===== src/hw/rtl/omt_pkg.sv =====
// shared types and constants for the os match timer block
`default_nettype none

package omt_pkg;

  localparam int unsigned DataW   = 32;
  localparam int unsigned NumMatch = 4;
  localparam int unsigned MatchIdxW = $clog2(NumMatch);

  localparam logic [NumMatch-1:0] LOW4_MASK = 4'hF;

  typedef enum logic [1:0] {
    MODE_TICK   = 2'd0,
    MODE_READ   = 2'd1,
    MODE_WRITE  = 2'd2,
    MODE_SW_RST = 2'd3
  } mode_t;

  localparam logic [2:0] REG_MATCH0 = 3'd0;
  localparam logic [2:0] REG_MATCH1 = 3'd1;
  localparam logic [2:0] REG_MATCH2 = 3'd2;
  localparam logic [2:0] REG_MATCH3 = 3'd3;
  localparam logic [2:0] REG_COUNT  = 3'd4;
  localparam logic [2:0] REG_STATUS = 3'd5;
  localparam logic [2:0] REG_WDOG   = 3'd6;
  localparam logic [2:0] REG_IRQ_EN = 3'd7;

  typedef struct packed {
    mode_t             mode;
    logic [2:0]        reg_index;
    logic [DataW-1:0]  write_data;
  } item_t;

  typedef struct packed {
    logic [DataW-1:0]    read_data;
    logic [NumMatch-1:0] match_status;
  } result_t;

endpackage

`default_nettype wire


===== src/hw/rtl/omt_regs.sv =====
// timer register file: counter, match registers, status, enables and item decode
`default_nettype none

module omt_regs (
  input  wire logic           clk,
  input  wire logic           rst_n,
  input  wire logic           item_fire,
  input  wire omt_pkg::item_t item,
  output omt_pkg::result_t    result
);

  logic [omt_pkg::DataW-1:0]    count_r, count_nxt;
  logic [omt_pkg::DataW-1:0]    match_r   [omt_pkg::NumMatch];
  logic [omt_pkg::DataW-1:0]    match_nxt [omt_pkg::NumMatch];
  logic [omt_pkg::NumMatch-1:0] status_r, status_nxt;
  logic [omt_pkg::NumMatch-1:0] irq_en_r, irq_en_nxt;
  logic                         wdog_r, wdog_nxt;
  logic [omt_pkg::NumMatch-1:0] hit;
  logic [omt_pkg::DataW-1:0]    rd_data;
  logic [omt_pkg::MatchIdxW-1:0] sel;

  assign sel = item.reg_index[omt_pkg::MatchIdxW-1:0];

  always_comb begin
    for (int i = 0; i < omt_pkg::NumMatch; i++) begin
      hit[i] = irq_en_r[i] && (match_r[i] == count_r);
    end
  end

  always_comb begin
    count_nxt  = count_r;
    status_nxt = status_r;
    irq_en_nxt = irq_en_r;
    wdog_nxt   = wdog_r;
    rd_data    = '0;
    for (int i = 0; i < omt_pkg::NumMatch; i++) begin
      match_nxt[i] = match_r[i];
    end
    case (item.mode)
      omt_pkg::MODE_TICK: begin
        status_nxt = status_r | hit;
        count_nxt  = count_r + omt_pkg::DataW'(1);
      end
      omt_pkg::MODE_READ: begin
        case (item.reg_index)
          omt_pkg::REG_MATCH0, omt_pkg::REG_MATCH1,
          omt_pkg::REG_MATCH2, omt_pkg::REG_MATCH3: rd_data = match_r[sel];
          omt_pkg::REG_COUNT:  rd_data = count_r;
          omt_pkg::REG_STATUS: rd_data = {{(omt_pkg::DataW-omt_pkg::NumMatch){1'b0}}, status_r};
          omt_pkg::REG_WDOG:   rd_data = {{(omt_pkg::DataW-1){1'b0}}, wdog_r};
          default:             rd_data = {{(omt_pkg::DataW-omt_pkg::NumMatch){1'b0}}, irq_en_r};
        endcase
      end
      omt_pkg::MODE_WRITE: begin
        case (item.reg_index)
          omt_pkg::REG_MATCH0, omt_pkg::REG_MATCH1,
          omt_pkg::REG_MATCH2, omt_pkg::REG_MATCH3: match_nxt[sel] = item.write_data;
          omt_pkg::REG_COUNT:  count_nxt = item.write_data;
          omt_pkg::REG_STATUS: begin
            status_nxt = status_r & ~(item.write_data[omt_pkg::NumMatch-1:0] & omt_pkg::LOW4_MASK);
          end
          omt_pkg::REG_WDOG:   wdog_nxt = wdog_r | item.write_data[0];
          default:             irq_en_nxt = item.write_data[omt_pkg::NumMatch-1:0];
        endcase
      end
      default: begin
        // software reset keeps status, counter and match values
        wdog_nxt   = 1'b0;
        irq_en_nxt = '0;
      end
    endcase
  end

  assign result.read_data    = rd_data;
  assign result.match_status = status_nxt;

  always_ff @(posedge clk) begin
    if (!rst_n) begin
      count_r  <= '0;
      status_r <= '0;
      irq_en_r <= '0;
      wdog_r   <= 1'b0;
      for (int i = 0; i < omt_pkg::NumMatch; i++) begin
        match_r[i] <= '0;
      end
    end else if (item_fire) begin
      count_r  <= count_nxt;
      status_r <= status_nxt;
      irq_en_r <= irq_en_nxt;
      wdog_r   <= wdog_nxt;
      for (int i = 0; i < omt_pkg::NumMatch; i++) begin
        match_r[i] <= match_nxt[i];
      end
    end
  end

endmodule

`default_nettype wire


===== src/hw/rtl/os_match_timer_registers_top.sv =====
// top level of the os match timer: input register, register file, result register
// an accepted item is registered in the input stage, and its result in the result register
// throughput: one item per cycle; in_ready drops only when both stages hold items
// and out_ready is low
// reset: synchronous active-low rst_n clears both stage valids, the counter,
// match registers, status, interrupt enable and watchdog enable
`default_nettype none

module os_match_timer_registers_top (
  input  wire logic        clk,
  input  wire logic        rst_n,
  input  wire logic        in_valid,
  output logic             in_ready,
  input  wire logic [1:0]  in_mode,
  input  wire logic [2:0]  in_reg_index,
  input  wire logic [31:0] in_write_data,
  output logic             out_valid,
  input  wire logic        out_ready,
  output logic [31:0]      out_read_data,
  output logic [3:0]       out_match_status
);

  logic              s1_valid_r;
  omt_pkg::item_t    s1_item_r;
  logic              s1_adv;
  logic              out_valid_r;
  omt_pkg::result_t  out_res_r;
  omt_pkg::result_t  result;

  assign s1_adv   = s1_valid_r && (!out_valid_r || out_ready);
  assign in_ready = !s1_valid_r || s1_adv;

  always_ff @(posedge clk) begin
    if (!rst_n) begin
      s1_valid_r <= 1'b0;
    end else if (in_ready) begin
      s1_valid_r <= in_valid;
    end
  end

  always_ff @(posedge clk) begin
    if (in_valid && in_ready) begin
      s1_item_r.mode       <= omt_pkg::mode_t'(in_mode);
      s1_item_r.reg_index  <= in_reg_index;
      s1_item_r.write_data <= in_write_data;
    end
  end

  omt_regs u_regs (
    .clk       (clk),
    .rst_n     (rst_n),
    .item_fire (s1_adv),
    .item      (s1_item_r),
    .result    (result)
  );

  always_ff @(posedge clk) begin
    if (!rst_n) begin
      out_valid_r <= 1'b0;
    end else if (s1_adv) begin
      out_valid_r <= 1'b1;
    end else if (out_ready) begin
      out_valid_r <= 1'b0;
    end
  end

  always_ff @(posedge clk) begin
    if (s1_adv) begin
      out_res_r <= result;
    end
  end

  assign out_valid        = out_valid_r;
  assign out_read_data    = out_res_r.read_data;
  assign out_match_status = out_res_r.match_status;

endmodule

`default_nettype wire


===== config.mk =====
export PLATFORM = sky130hd
export DESIGN_NAME = os_match_timer_registers_top
export DESIGN_NICKNAME = d
export VERILOG_FILES = /design/src/hw/rtl/omt_pkg.sv /design/src/hw/rtl/omt_regs.sv /design/src/hw/rtl/os_match_timer_registers_top.sv
export SDC_FILE = /design/constraint.sdc
export NUM_CORES = 1
export LEC_CHECK = 0
export ABC_AREA = 1
export BUFFER_PORTS_ARGS = -buffer_cell sky130_fd_sc_hd__buf_2
export CAP_MARGIN = 20
export CORE_AREA = 5 5 138 205
export DETAILED_ROUTE_END_ITERATION = 10
export DIE_AREA = 0 0 143 210
export PLACE_DENSITY = 0.73
export SLEW_MARGIN = 10
export SYNTH_ARGS = -nofsm -noshare
export SYNTH_HDL_FRONTEND = slang
export SYNTH_HIERARCHICAL = 1
export SYNTH_SLANG_ARGS = --single-unit

===== constraint.sdc =====
create_clock -name clk -period 25.7 [get_ports clk]
set_input_delay 5.14 -clock clk [delete_from_list [all_inputs] [get_ports clk]]
set_output_delay 5.14 -clock clk [all_outputs]
set_load 0.02 [all_outputs]

Word-level counts from Yosys, hierarchy flattened:

Memory sizes are Yosys's and may differ from the RTL's. A register that Yosys moved wholly into a read port is not among the register bits.
Index checks and enable logic that the tools add are counted.

* memories kept: 1
* output and inout port bits: 38
* bits of input ports: 41
* bits in registers: 116
* bits in writable memories: 128

Memory list
* u_regs.match_r: depth 4, bits a word 32, read ports 5, clocked after Yosys merged registers in 1, wr ports 4, line omt_regs.sv:13 `logic [omt_pkg::DataW-1:0] match_r [omt_pkg::NumMatch];`

* bitwise gates (word level): 10
* reductions and logical operators: 21
* muxes and demuxes: 25
* order comparisons: 2
* add/subtract/negate cells: 1
* equal/unequal tests: 15

Operator list (number)
* 2-to-1 mux 128 bit: 2
* 2-to-1 mux 32 bit: 6
* bitwise mux 128 bit: 1
* == test 32 bit: 4
* one-hot mux 32 bit (4 select lines): 1
* demux 32 bit (select 2 bit): 1
* one-hot mux 32 bit (2 select lines): 1
* adder 32 x 1 -> 32 bit (second input constant): 1
* one-hot mux 4 bit (2 select lines): 2
* == test 3 bit (second input constant): 3
* AND reduction 3 bit: 3
* 2-to-1 mux 4 bit: 2
* logical AND 1 bit: 7
* 2-to-1 mux 1 bit: 7
* OR reduction 7 bit: 1
* == test 3 x 2 -> 1 bit (second input constant): 2
* OR 1 bit: 5
* AND 4 bit: 1
* != test 2 bit (second input constant): 2
* NOT 4 bit: 1
* OR 4 bit: 1
* nonzero test 2 bit: 2
* OR reduction 4 bit: 1
* == test 3 x 1 -> 1 bit (second input constant): 1
* other kinds (14): 16

Logic depth before layout (Yosys ltp):

Gate-level depths: netlist (run 1).

* depth in word-level cells: 9
* gate-level depth with buffers: 13
* depth with buffers taken out: 12

Cells and area by module:

Netlist (run 1), hierarchy kept.

By module, submodules not included
* omt_regs: area an instance 11901.4 sq um, cells each 1660, seq. area each 4664.5 sq um, times used 1
* os_match_timer_registers_top: area an instance 2287.2 sq um, cells each 86, seq. area each 2232.1 sq um, times used 1

Worst setup path before layout (run 1):

Ideal clock, no wire load.

* path kind: in2reg
* start: input port out_ready
* end: memory u_regs/match_r[0][0] (netlist bit) (enable)
* data arrival time: 16994 ps
* stages on the path: 5
* path slack: 7902 ps
* library setup time: 804 ps
* required time: 24896 ps
* cell sequence: inv_1 -> a21oi_1 -> buf_2 -> nand2_1 -> o31ai_1

RTL lines
* start, declared: line os_match_timer_registers_top.sv:18 `input wire logic out_ready,`
* end, declared: line omt_regs.sv:13

Worst setup path after layout (run 1):

* start: input port out_ready
* end: output port in_ready

* cells in the longest elaborated chain, start to end: 3

RTL lines
* logical OR 1 bit: line os_match_timer_registers_top.sv:30 `assign s1_adv = s1_valid_r && (!out_valid_r || out_ready);`
* logical AND 1 bit: line os_match_timer_registers_top.sv:30
* logical OR 1 bit: line os_match_timer_registers_top.sv:31 `assign in_ready = !s1_valid_r || s1_adv;`
* end, declared: line os_match_timer_registers_top.sv:13 `output logic in_ready,`

Every way passes these cells.

==> Implementation_results.wiki, run 1 <==
{| class="wikitable"
! Metric !! Value
|-
| Outcome || complete, no violations
|-
| Standard cell with the maximum stage delay on the critical path || sky130_fd_sc_hd__buf_2
|-
| Worst reg2reg path depth || 4
|-
| Internal power || around 730 uW
|-
| Fin. Hold Viols || 0
|-
| Place WS || 14910 ps
|-
| Critical Path RT || 20560 ps
|-
| Setup TNS || 0 ps
|-
| First-iteration detailed-routing DRC count || between 1500 and 2000
|-
| Crit path capture type || output port
|-
| Remaining DRCs || 0
|-
| Number of placed I/O pins || between 70 and 80
|-
| Worst slew margin || between 20% and 30%
|-
| Worst-skew pair later-pin latency || 550 ps
|-
| Largest driver fanout on the critical path || 3
|-
| Total length of routed wires || 51.6 mm
|-
| Worst setup margin || 14910 ps
|-
| Max frequency || 0.0927 GHz
|-
| Area growth from synthesis to layout || 8.90%
|-
| Max capacitance violation total || 0
|-
| Number of inserted diodes || 0
|-
| Internal reg-to-reg setup slack || 21950 ps
|-
| Leakage power total || between 5 and 6 nW
|-
| Wire per inst || 24.5 um
|-
| Final setup violating endpoints || 0
|-
| Net count of the mapped netlist || 1788
|-
| Beginning of the worst register-to-register path || s1_item_r[36]
|-
| Starting utilization of the core area || 53.8%
|-
| Clock Pin Slew Worst Setup and Hold Paths || 60 ps
|-
| DR vias || 12900
|-
| Clock tree from TritonCTS || yes
|-
| Class of the tightest hold or removal check || flop to flop
|-
| Vias in the first global route || ~12000
|-
| Count leader, synth || sky130_fd_sc_hd__nand2_1
|-
| Register share of total power || a little under half
|-
| Cell mode on critical path || sky130_fd_sc_hd__buf_2
|-
| Yosys Warn Count || 6
|-
| Count of final max-slew check failures || 0
|-
| Kind of launch point of the worst setup path || input pin
|-
| Number of buffers inserted by port buffering || 78
|-
| Number of buffers inserted by hold repair at cts || 0
|-
| Vertical die dimension || 210 um
|-
| Register bit total from synthesis || 244
|-
| Maximum VDD drop || ~64 uV
|-
| Synth area leader || sky130_fd_sc_hd__edfxtp_1
|-
| PwrDens || 63.7 mW/mm2
|-
| Startpoint-to-endpoint class of the critical path || input pin to output port
|-
| Setup repair after global routing missed its margin || false
|-
| Slew at the pin closest to its max-slew limit || 1140 ps
|-
| Switching Fraction || roughly a quarter
|-
| Count of TritonRoute iterations in the first routing pass || 6
|-
| Async set or reset register ratio after synthesis || 0%
|-
| Initial antenna violation count || 0
|-
| Clock tree skew after final layout || 15.6 ps
|-
| CTS H-tree depth || 1
|-
| Share of the clock period used by the worst path after layout || a little over two fifths
|-
| Count of flip-flops with a built-in enable after synthesis || 201
|-
| DRT antenna net count || 0
|-
| Buffer depth of the longest clock path || 3
|-
| Share of post-route cells with drive strength above 1 || 11.3%
|-
| Chip width || 143 um
|-
| Distinct cell type count of the synthesized netlist || 43
|-
| CTS Buf Count || 24
|-
| Combinational group share of total power || 10.7%
|-
| Area of the die || 0.0300 mm2
|-
| Number of gates given a new drive strength after cts || 0
|-
| Detailed-placement wirelength estimate || approximately 37 mm
|-
| Sequence of cells on the critical path || buf_2, inv_1, nand3_2, buf_2
|-
| Core ar. || 0.0264 mm2
|-
| Number of nets in the layout || around 1800
|-
| Synthesized area per cell || about 8.1 um2
|-
| Slowest stage delay, CP || 180 ps
|-
| Portion of synthesized cell area occupied by the leading cell type || between 40 and 50%
|-
| Endpoint of the worst hold-timing path || s1_valid_r
|-
| Origin of the worst min-delay path || s1_valid_r
|-
| First-pass GRT wire length || 76.0 mm
|-
| Synthesized area || approximately 0.014 mm2
|-
| Clock network fraction of design power || approximately two fifths
|-
| Combined global-route utilization of all metal layers || 33.9%
|-
| Clock sink count || 244
|-
| Data arrival time of the worst path || 5650 ps
|-
| Net switching component of the power || 256 uW
|-
| GRT overflow || 0
|-
| Final period demand of the worst path || 10790 ps
|-
| Dominant register cell in the synthesized netlist || sky130_fd_sc_hd__edfxtp_1
|-
| Terminus of the critical flop-to-flop path || u_regs/match_r[0][12]
|-
| Sequential cell area fraction in the yosys report || 48.6%
|-
| Maximum number of pins on one net before global-route repair || 77
|-
| Floorplan row count || 73
|-
| Core Util, Final || 58.5%
|-
| Post-CTS setup-driven buffer insertion count || 0
|-
| Worst hold stages || 2
|-
| Global placement routability congestion || about 1
|-
| FILL cells || 2393
|-
| Post-synth top cells || 410 x sky130_fd_sc_hd__nand2_1, 216 x sky130_fd_sc_hd__a21oi_1, 210 x sky130_fd_sc_hd__inv_1
|-
| Buffer type at the clock tree root || sky130_fd_sc_hd__clkbuf_16
|-
| Via density per instance || just over 6
|-
| Top post-synthesis cells by area || sky130_fd_sc_hd__edfxtp_1 43%, sky130_fd_sc_hd__nand2_1 11%, sky130_fd_sc_hd__a21oi_1 7.6%
|-
| Post-Synthesis Cells || 1746
|}
==> power by group through the flow <==
stage          Clock, mW  Combinational, mW  Sequential, mW
5_1_grt            0.433              0.113           0.470
3_5_place_dp           0              0.103           0.476
3_3_place_gp           0              0.101           0.476
2_1_floorplan          0             0.0676           0.473
4_1_cts            0.417              0.103           0.468
6_report           0.411              0.105           0.469
==> per-layer routing <==
metal	wire, um	GRT usage (%)	vias to the layer above	part of all wire (%)
li1	-	-	5877	-
met1	19500	44.3	6065	38
met2	23800	53.7	798	46
met3	4580	4.63	158	8.9
met4	3730	19.5	0	7.2
met5	0	0	-	0
==> how the worst max path moves through the flow <==
stage | from | to | slack, ps | depth (start not counted)
detailed placement | out_ready | in_ready | 14910 | 4
CTS | out_ready | in_ready | 14910 | 4
finish | out_ready | in_ready | 14910 | 4
floorplan | out_ready | u_regs/match_r[0][0] | 7900 | 5
global placement | out_ready | in_ready | 14930 | 4
global route | out_ready | in_ready | 14860 | 4
==> through the flow <==
step                area (um2)  instances  hold slack, ps  power (mW)
floorplan                14200       1746             461       0.541
global placement         14500       2065             484       0.576
detailed placement       14500       2065             517       0.579
CTS                      15500       2109             527       0.988
global route             15500       2109             533        1.02
finish                   15500       2109             517       0.985
==> critical path: cells and delay by family <==
family	cells	cell delay (ps)
buf+inv	3	390
simple gates	1	110
==> logic make-up after synthesis <==
group | synth area share [%]
buffers and inverters | 10.1
AOI/OAI and AO/OA | 20.3
DFF | 48.6
xor gates and xnor gates | 2.65
adders and majority gates | 0.0882
and+or+nand+nor | 18.2
==> sequential cells by signal (all words and copies together), names as in the netlist <==
register,count
out_valid,1
out_read_data,32
u_regs/status_r,4
u_regs/irq_en_r,4
u_regs/match_r,128
s1_valid_r,1
out_match_status,4
s1_item_r,37
u_regs/wdog_r,1
u_regs/count_r,32
==> area by class of cell <==
cell class / instances / area (um2) / share of cell area [%]
clock buffer: 29 / 651 / 4.21
sequential: 244 / 6900 / 44.6
inverter: 221 / 830 / 5.37
clock inverter: 15 / 255 / 1.65
timing repair buffer: 94 / 510 / 3.30
tap: 337 / 422 / 2.73
multi-input combinational: 1169 / 5890 / 38.1
==> cell usage in the layout, fill, tap and decap left out, types with 40 or more instances in the layout <==
cell type,instances
sky130_fd_sc_hd__nand2_1,410
sky130_fd_sc_hd__a21oi_1,215
sky130_fd_sc_hd__inv_1,208
sky130_fd_sc_hd__edfxtp_1,201
sky130_fd_sc_hd__o21ai_0,156
sky130_fd_sc_hd__nor2_1,132
sky130_fd_sc_hd__buf_2,78
sky130_fd_sc_hd__nand3_1,51
sky130_fd_sc_hd__a22oi_1,45
sky130_fd_sc_hd__dfxtp_1,43
sky130_fd_sc_hd__xnor2_1,40
(Power assumes the default switching activity.)
==> run 2, diff against run 1 <==
ABC_AREA = 0   (was 1)
CORE_AREA = 5 5 134 200   (was 5 5 138 205)
DIE_AREA = 0 0 139 205   (was 0 0 143 210)
PLACE_DENSITY = 0.76   (was 0.73)
clock period = 9.3 ns   (was 25.7 ns; I/O delays follow)
==> Implementation_results.wiki, run 2 <==
{| class="wikitable"
! Metric !! Value
|-
| Outcome || complete, no violations
|-
| CTS Buf Count || 25 (+4.2%)
|-
| Number of placed I/O pins || 79 (unchanged)
|-
| Area of the die || 0.0285 mm2 (-5.1%)
|-
| Remaining DRCs || 0 (unchanged)
|-
| Maximum VDD drop || 120 uV (+88%)
|-
| Chip width || 139 um (-2.8%)
|-
| CTS H-tree depth || 1 (unchanged)
|-
| Total length of routed wires || 41.3 mm (-20%)
|-
| Post-synth top cells || 306 x sky130_fd_sc_hd__nand2_1, 201 x sky130_fd_sc_hd__edfxtp_1, 163 x sky130_fd_sc_hd__a21oi_1
|-
| Floorplan row count || 71 (-2.7%)
|-
| Post-Synthesis Cells || 1356 (-22%)
|-
| PwrDens || 174 mW/mm2 (+170%)
|-
| Area of the multi-input gates || 0.00610 mm2 (+3.7%)
|-
| Share of the clock period used by the worst path after layout || 48.3%
|-
| Class of the tightest hold or removal check || flop to flop
|-
| Leakage power total || 5.14 nW (-13%)
|-
| Count of flip-flops with a built-in enable after synthesis || 201 (unchanged)
|-
| Switching Fraction || 25.8% (-0.25 points)
|-
| Async set or reset register ratio after synthesis || 0% (unchanged)
|-
| Worst-skew pair later-pin latency || 550 ps (about the same)
|-
| Clock tree from TritonCTS || yes
|-
| Synthesized area || 0.0135 mm2 (-4.8%)
|-
| Number of gates given a new drive strength after cts || 0 (unchanged)
|-
| Distinct cell type count of the synthesized netlist || 65 (+51%)
|-
| Register share of total power || 50.4% (+2.8 points)
|-
| Worst reg2reg path depth || 6 (+2)
|-
| Startpoint-to-endpoint class of the critical path || input pin to flop
|-
| Internal power || 1.91 mW (+160%)
|-
| Via density per instance || 6.41 (+4.8%)
|-
| Combinational group share of total power || 10.8% (about the same)
|-
| Kind of launch point of the worst setup path || input pin
|-
| Area taken by flip-flops and latches || 0.00690 mm2 (unchanged)
|-
| Count of final max-slew check failures || 0 (unchanged)
|-
| FILL cells || 2116 (-12%)
|-
| Count of TritonRoute iterations in the first routing pass || 6 (unchanged)
|-
| Fin. Hold Viols || 0 (unchanged)
|-
| Clock sink count || 244 (unchanged)
|-
| Maximum number of pins on one net before global-route repair || 94 (+22%)
|-
| Terminus of the critical flop-to-flop path || u_regs/match_r[3][16]
|-
| Non-filler cells in the finished layout || 1702 (-19%)
|-
| Setup crit start || out_ready
|-
| Dominant register cell in the synthesized netlist || sky130_fd_sc_hd__edfxtp_1
|-
| Final period demand of the worst path || 4490 ps
|-
| Portion of synthesized cell area occupied by the leading cell type || 44.7% (+2.1 points)
|-
| Detailed-placement wirelength estimate || 27.6 mm (-25%)
|-
| First-pass GRT wire length || 62.9 mm (-17%)
|-
| Register bit total from synthesis || 244 (unchanged)
|-
| Crit path capture type || flop
|-
| Number of nets in the layout || 1398 (-22%)
|-
| Post-CTS setup-driven buffer insertion count || 0 (unchanged)
|-
| GRT overflow || 0 (unchanged)
|-
| Count leader, synth || sky130_fd_sc_hd__nand2_1
|-
| Beginning of the worst register-to-register path || s1_valid_r
|-
| Initial antenna violation count || 0 (unchanged)
|-
| Worst slew margin || 22.0% (-2.2 points)
|-
| Reg with most FFs || u_regs/match_r
|-
| Number of buffers inserted by port buffering || 78 (unchanged)
|-
| Clock network fraction of design power || 38.8% (-2.9 points)
|-
| Internal reg-to-reg setup slack || 5750 ps (-16200 ps)
|-
| Vertical die dimension || 205 um (-2.4%)
|-
| Setup TNS || 0 ps (unchanged)
|-
| DRT antenna net count || 0 (unchanged)
|-
| DR vias || 10900 (-15%)
|-
| Largest registers || u_regs/match_r (128), s1_item_r (37)
|-
| Clock tree skew after final layout || 16.7 ps (+1.10 ps)
|-
| Data arrival time of the worst path || 4640 ps (-1010 ps)
|-
| Net count of the mapped netlist || 1398 (-22%)
|-
| Yosys Warn Count || 6 (unchanged)
|-
| Number of buffers inserted by hold repair at cts || 0 (unchanged)
|-
| Top post-synthesis cells by area || sky130_fd_sc_hd__edfxtp_1 45%, sky130_fd_sc_hd__nand2_1 8.5%, sky130_fd_sc_hd__dfxtp_1 6.4%
|-
| Synth area leader || sky130_fd_sc_hd__edfxtp_1
|-
| Sequential cell area fraction in the yosys report || 51.1% (+2.4 points)
|-
| Core ar. || 0.0249 mm2 (-5.8%)
|-
| Final setup violating endpoints || 0 (unchanged)
|-
| Termination of the worst setup path || u_regs/match_r[3][16]
|-
| Area growth from synthesis to layout || 9.36%
|-
| First-iteration detailed-routing DRC count || 1432 (-23%)
|-
| Commonest non-fill, non-tap cell in the layout || sky130_fd_sc_hd__nand2_1
|-
| Number of placed instances with taps included || 1657 (-20%)
|-
| Slew at the pin closest to its max-slew limit || 1170 ps (+32.7 ps)
|-
| Net switching component of the power || 662 uW (+160%)
|-
| Max frequency || about 0.22 GHz
|-
| Buffer type at the clock tree root || sky130_fd_sc_hd__clkbuf_16
|-
| Wire per inst || 24.3 um (-0.85%)
|-
| Clock Pin Slew Worst Setup and Hold Paths || 60 ps (about the same)
|-
| Starting utilization of the core area || 54.3% (+0.56 points)
|-
| Highest-count cells in the layout ignoring fill and taps || 304 x sky130_fd_sc_hd__nand2_1, 201 x sky130_fd_sc_hd__edfxtp_1, 161 x sky130_fd_sc_hd__a21oi_1
|-
| Buffer depth of the longest clock path || 3 (unchanged)
|-
| Global placement routability congestion || 0.996 (-0.39%)
|-
| Hold_ws || 503 ps (-14.0 ps)
|-
| Max capacitance violation total || 0 (unchanged)
|-
| Synthesized area per cell || 9.96 um2 (+23%)
|-
| Critical Path RT || 9450 ps (-11110 ps)
|-
| Flip-flop count of the largest register, all copies and words added || 128 (unchanged)
|-
| Share of post-route cells with drive strength above 1 || 14.3% (+3.1 points)
|-
| Setup repair after global routing missed its margin || false
|-
| Number of inserted diodes || 0 (unchanged)
|-
| Vias in the first global route || 10600 (-12%)
|-
| Largest driver fanout on the critical path || 82 (+79)
|-
| Combined global-route utilization of all metal layers || 28.5% (-5.4 points)
|}
[run 2: cell types whose count changed after synthesis, sizes merged, moves of 23 or more]
cell    change
a31oi      +33
nor2b      +33
xor2       +30
nand4      +23
xnor2      +56
nand2     -114
a21oi      -55
inv       -215
nor2       -82
buf        -37
clkbuf     +50
a22oi      -58
mux4       +33
o21ai     -146
[run 2: cells by family after synthesis]
kind of cell / count (synthesis) / synth area share (%)
muxes: 44 / 6.33
DFF: 244 / 51.1
AOI/OAI and AO/OA: 272 / 11.7
buffers and inverters: 131 / 4.25
and+or+nand+nor: 535 / 18.2
xor gates and xnor gates: 129 / 8.36
adders and majority gates: 1 / 0.0926
[run 2: power by group through the flow]
| stage | sequential [mW] | clock, mW | combinational, mW |
|---|---|---|---|
| after floorplan | 1.30 | 0 | 0.181 |
| after global placement | 1.32 | 0 | 0.267 |
| after detailed placement | 1.32 | 0 | 0.270 |
| after CTS | 1.29 | 1.01 | 0.271 |
| after global routing | 1.30 | 1.05 | 0.293 |
| final | 1.30 | 0.997 | 0.278 |
[run 2: area by class of cell]
| cell class | count | share of cell area, % |
|---|---|---|
| timing repair buffer | 98 | 3.66 |
| multi-input combinational | 981 | 41.3 |
| sequential | 244 | 46.7 |
| tap | 328 | 2.78 |
| clock buffer | 34 | 4.67 |
| clock inverter | 11 | 0.762 |
| inverter | 6 | 0.152 |
[run 2: critical path, stage by stage]
cell,delay (ps)
sky130_fd_sc_hd__buf_2,120
sky130_fd_sc_hd__nor2b_4,60
sky130_fd_sc_hd__nor2b_4,90
sky130_fd_sc_hd__buf_4,490
sky130_fd_sc_hd__nand2b_1,190
sky130_fd_sc_hd__o21ai_4,150
sky130_fd_sc_hd__buf_4,520
sky130_fd_sc_hd__buf_4,910
[run 2: per-layer routing]
layer	wire length, um	global-route usage [%]	vias to the layer above
met2	19300	46.0	697
met3	3900	4.34	153
li1	-	-	4845
met1	14600	34.8	5212
met5	0	0	-
met4	3500	20.7	0
[run 2: worst min path at each step]
| stage | start | endpoint | depth (start not counted) |
|---|---|---|---|
| 2_1_floorplan | u_regs/status_r[0] | u_regs/status_r[0] | 2 |
| 3_3_place_gp | u_regs/status_r[2] | u_regs/status_r[2] | 2 |
| 3_5_place_dp | u_regs/status_r[1] | u_regs/status_r[1] | 2 |
| 4_1_cts | u_regs/status_r[1] | u_regs/status_r[1] | 2 |
| 5_1_grt | u_regs/status_r[1] | u_regs/status_r[1] | 2 |
| 6_report | u_regs/irq_en_r[0] | u_regs/irq_en_r[0] | 2 |
[run 2: through the flow]
step	util (%)	worst slack [ps]	power (mW)	instance area, um2
2_1_floorplan	-	1410	1.48	13500
3_3_place_gp	56.2	4370	1.58	14000
3_5_place_dp	56.2	4350	1.59	14000
4_1_cts	59.4	4900	2.57	14800
5_1_grt	59.4	4710	2.65	14800
6_report	59.4	4810	2.57	14800
==> run 3, diff against run 2 <==
PLACE_DENSITY = 0.74   (was 0.76)
clock period = 4.2 ns   (was 9.3 ns; I/O delays follow)
==> Implementation_results.wiki, run 3 (synthesis results as in run 2) <==
{| class="wikitable"
! Metric !! Value
|-
| Leakage power total || 5.18 nW (+0.79%)
|-
| Setup repair after global routing missed its margin || false
|-
| Post-CTS setup-driven buffer insertion count || 0 (unchanged)
|-
| Clock tree from TritonCTS || yes
|-
| Max capacitance violation total || 0 (unchanged)
|-
| Final period demand of the worst path || 2730 ps
|-
| CTS H-tree depth || 1 (unchanged)
|-
| Area of the die || 0.0285 mm2 (unchanged)
|-
| Detailed-placement wirelength estimate || 28.8 mm (+4.2%)
|-
| Number of buffers inserted by port buffering || 78 (unchanged)
|-
| Initial antenna violation count || 0 (unchanged)
|-
| Number of gates given a new drive strength after cts || 0 (unchanged)
|-
| Largest registers || u_regs/match_r (128), s1_item_r (37)
|-
| Number of placed instances with taps included || 1667 (+0.60%)
|-
| Fin. Hold Viols || 0 (unchanged)
|-
| Global placement routability congestion || 1.05 (+5.0%)
|-
| Max frequency || 0.366 GHz
|-
| Number of inserted diodes || 0 (unchanged)
|-
| Final setup violating endpoints || 0 (unchanged)
|-
| Startpoint-to-endpoint class of the critical path || flop to flop
|-
| Post-Place Cell Area || 0.0141 mm2 (+0.68%)
|-
| Crit path capture type || flop
|-
| Kind of launch point of the worst setup path || flop
|-
| Non-filler cells in the finished layout || 1712 (+0.59%)
|-
| Highest-count cells in the layout ignoring fill and taps || 305 x sky130_fd_sc_hd__nand2_1, 201 x sky130_fd_sc_hd__edfxtp_1, 161 x sky130_fd_sc_hd__a21oi_1
|-
| Area growth from synthesis to layout || 9.99%
|-
| Slew at the pin closest to its max-slew limit || 1020 ps (-153 ps)
|-
| Slowest stage delay, CP || 490 ps (-420 ps)
|-
| Combined global-route utilization of all metal layers || 28.8% (+0.29 points)
|-
| FILL cells || 2143 (+1.3%)
|-
| Data arrival time of the worst path || 2890 ps (-1750 ps)
|-
| Buffer depth of the longest clock path || 3 (unchanged)
|-
| Number of nets in the layout || 1408 (+0.72%)
|-
| Routed wl met3 || 3.73 mm (-4.2%)
|-
| CTS Buf Count || 25 (unchanged)
|-
| PwrDens || 383 mW/mm2 (+120%)
|-
| DRT antenna net count || 0 (unchanged)
|-
| Topmost layer with routed signal wires || met4
|-
| Count of final max-slew check failures || 0 (unchanged)
|-
| Vias in the first global route || 10400 (-1.2%)
|-
| Count of TritonRoute iterations in the first routing pass || 6 (unchanged)
|-
| Number of placed I/O pins || 79 (unchanged)
|-
| Remaining DRCs || 0 (unchanged)
|-
| First-pass GRT wire length || 63.6 mm (+1.1%)
|-
| Sequence of cells on the critical path || nor2b_4, buf_4, nand2b_4, o21ai_4, buf_12
|-
| Maximum VDD drop || 333 uV (+180%)
|-
| Flip-flop count of the largest register, all copies and words added || 128 (unchanged)
|-
| Starting utilization of the core area || 54.3% (unchanged)
|-
| Worst-skew pair later-pin latency || 530 ps (-20 ps)
|-
| Worst slew margin || 32.2% (+10 points)
|-
| GRT overflow || 0 (unchanged)
|-
| Total length of routed wires || 41.8 mm (+1.2%)
|-
| Via density per instance || 6.35 (-0.86%)
|-
| Share of post-route cells with drive strength above 1 || 15.0% (+0.69 points)
|-
| Clock Pin Slew Worst Setup and Hold Paths || 70 ps (about the same)
|-
| Floorplan row count || 71 (unchanged)
|-
| Core ar. || 0.0249 mm2 (unchanged)
|-
| WL met2 || 19.9 mm (+3.3%)
|-
| Finished layout cell area || 0.0149 mm2 (+0.58%)
|-
| Largest driver fanout on the critical path || 128 (+56%)
|-
| Chip width || 139 um (unchanged)
|-
| Total Power || 5.68 mW (+120%)
|-
| Vertical die dimension || 205 um (unchanged)
|-
| DRT met1 WL || 15.2 mm (+4.1%)
|-
| Outcome || complete, no violations
|-
| Share of the clock period used by the worst path after layout || roughly 65%
|-
| Commonest non-fill, non-tap cell in the layout || sky130_fd_sc_hd__nand2_1
|-
| Clock sink count || 244 (unchanged)
|-
| Reg with most FFs || u_regs/match_r
|-
| Clock tree skew after final layout || 10.0 ps (-6.73 ps)
|-
| Buffer type at the clock tree root || sky130_fd_sc_hd__clkbuf_16
|-
| DR vias || 10900 (-0.28%)
|-
| Class of the tightest hold or removal check || input pin to flop
|-
| Wire per inst || 24.4 um (+0.61%)
|-
| Maximum number of pins on one net before global-route repair || 129 (+37%)
|-
| First-iteration detailed-routing DRC count || 1469 (+2.6%)
|-
| Number of buffers inserted by hold repair at cts || 0 (unchanged)
|-
| Standard cell with the maximum stage delay on the critical path || sky130_fd_sc_hd__buf_4
|-
| Critical Path RT || 4360 ps (-5090 ps)
|}
## run 3: worst paths after layout
| kind | startpoint | end | slack, ps | cells past startpoint |
|---|---|---|---|---|
| hold / removal | in_write_data[5] | s1_item_r[5] | 480 | 1 |
| setup / recovery | s1_valid_r | u_regs/match_r[0][9] | 1470 | 5 |
| hold reg to reg | u_regs/status_r[1] | u_regs/status_r[1] | 510 | 2 |
| setup reg to reg | s1_valid_r | u_regs/match_r[0][9] | 1470 | 5 |
## run 3: per-layer routing
layer	up-vias	GRT usage, %
met5	-	0
met4	0	16.8
met3	136	4.13
met2	647	46.9
met1	5237	36.8
li1	4857	-
## run 3: layout make-up
cell class	instances	area (um2)	share of cell area (%)
clock buffers	27	633	4.26
clock inverters	18	159	1.07
inverters	6	22.5	0.152
multi-input cells	981	6100	41.1
flip-flops and latches	244	6900	46.4
well taps	328	410	2.76
repair buffers	108	636	4.28
## run 3: stage by stage
stage          util (%)  setup slack (ps)  hold WS [ps]  TNS, ps
2_1_floorplan         -              -109           460   -13960
5_1_grt            59.7              1380           470        0
3_5_place_dp       56.6              1070           504        0
6_report           59.7              1470           482        0
3_3_place_gp       56.5              1120           483        0
4_1_cts            59.7              1520           468        0
## run 3: critical path, delay by kind of cell, from the launching register on
kind	cells	cell delay (ps)
buffers and inverters	2	970
AND/OR/NAND/NOR	2	510
flip-flops	1	470
AO/OA/AOI/OAI	1	170
## run 3: where the power goes
part	internal (mW)	switching, mW
clock network	1.22	0.970
registers	2.74	0.134
logic	0.222	0.398
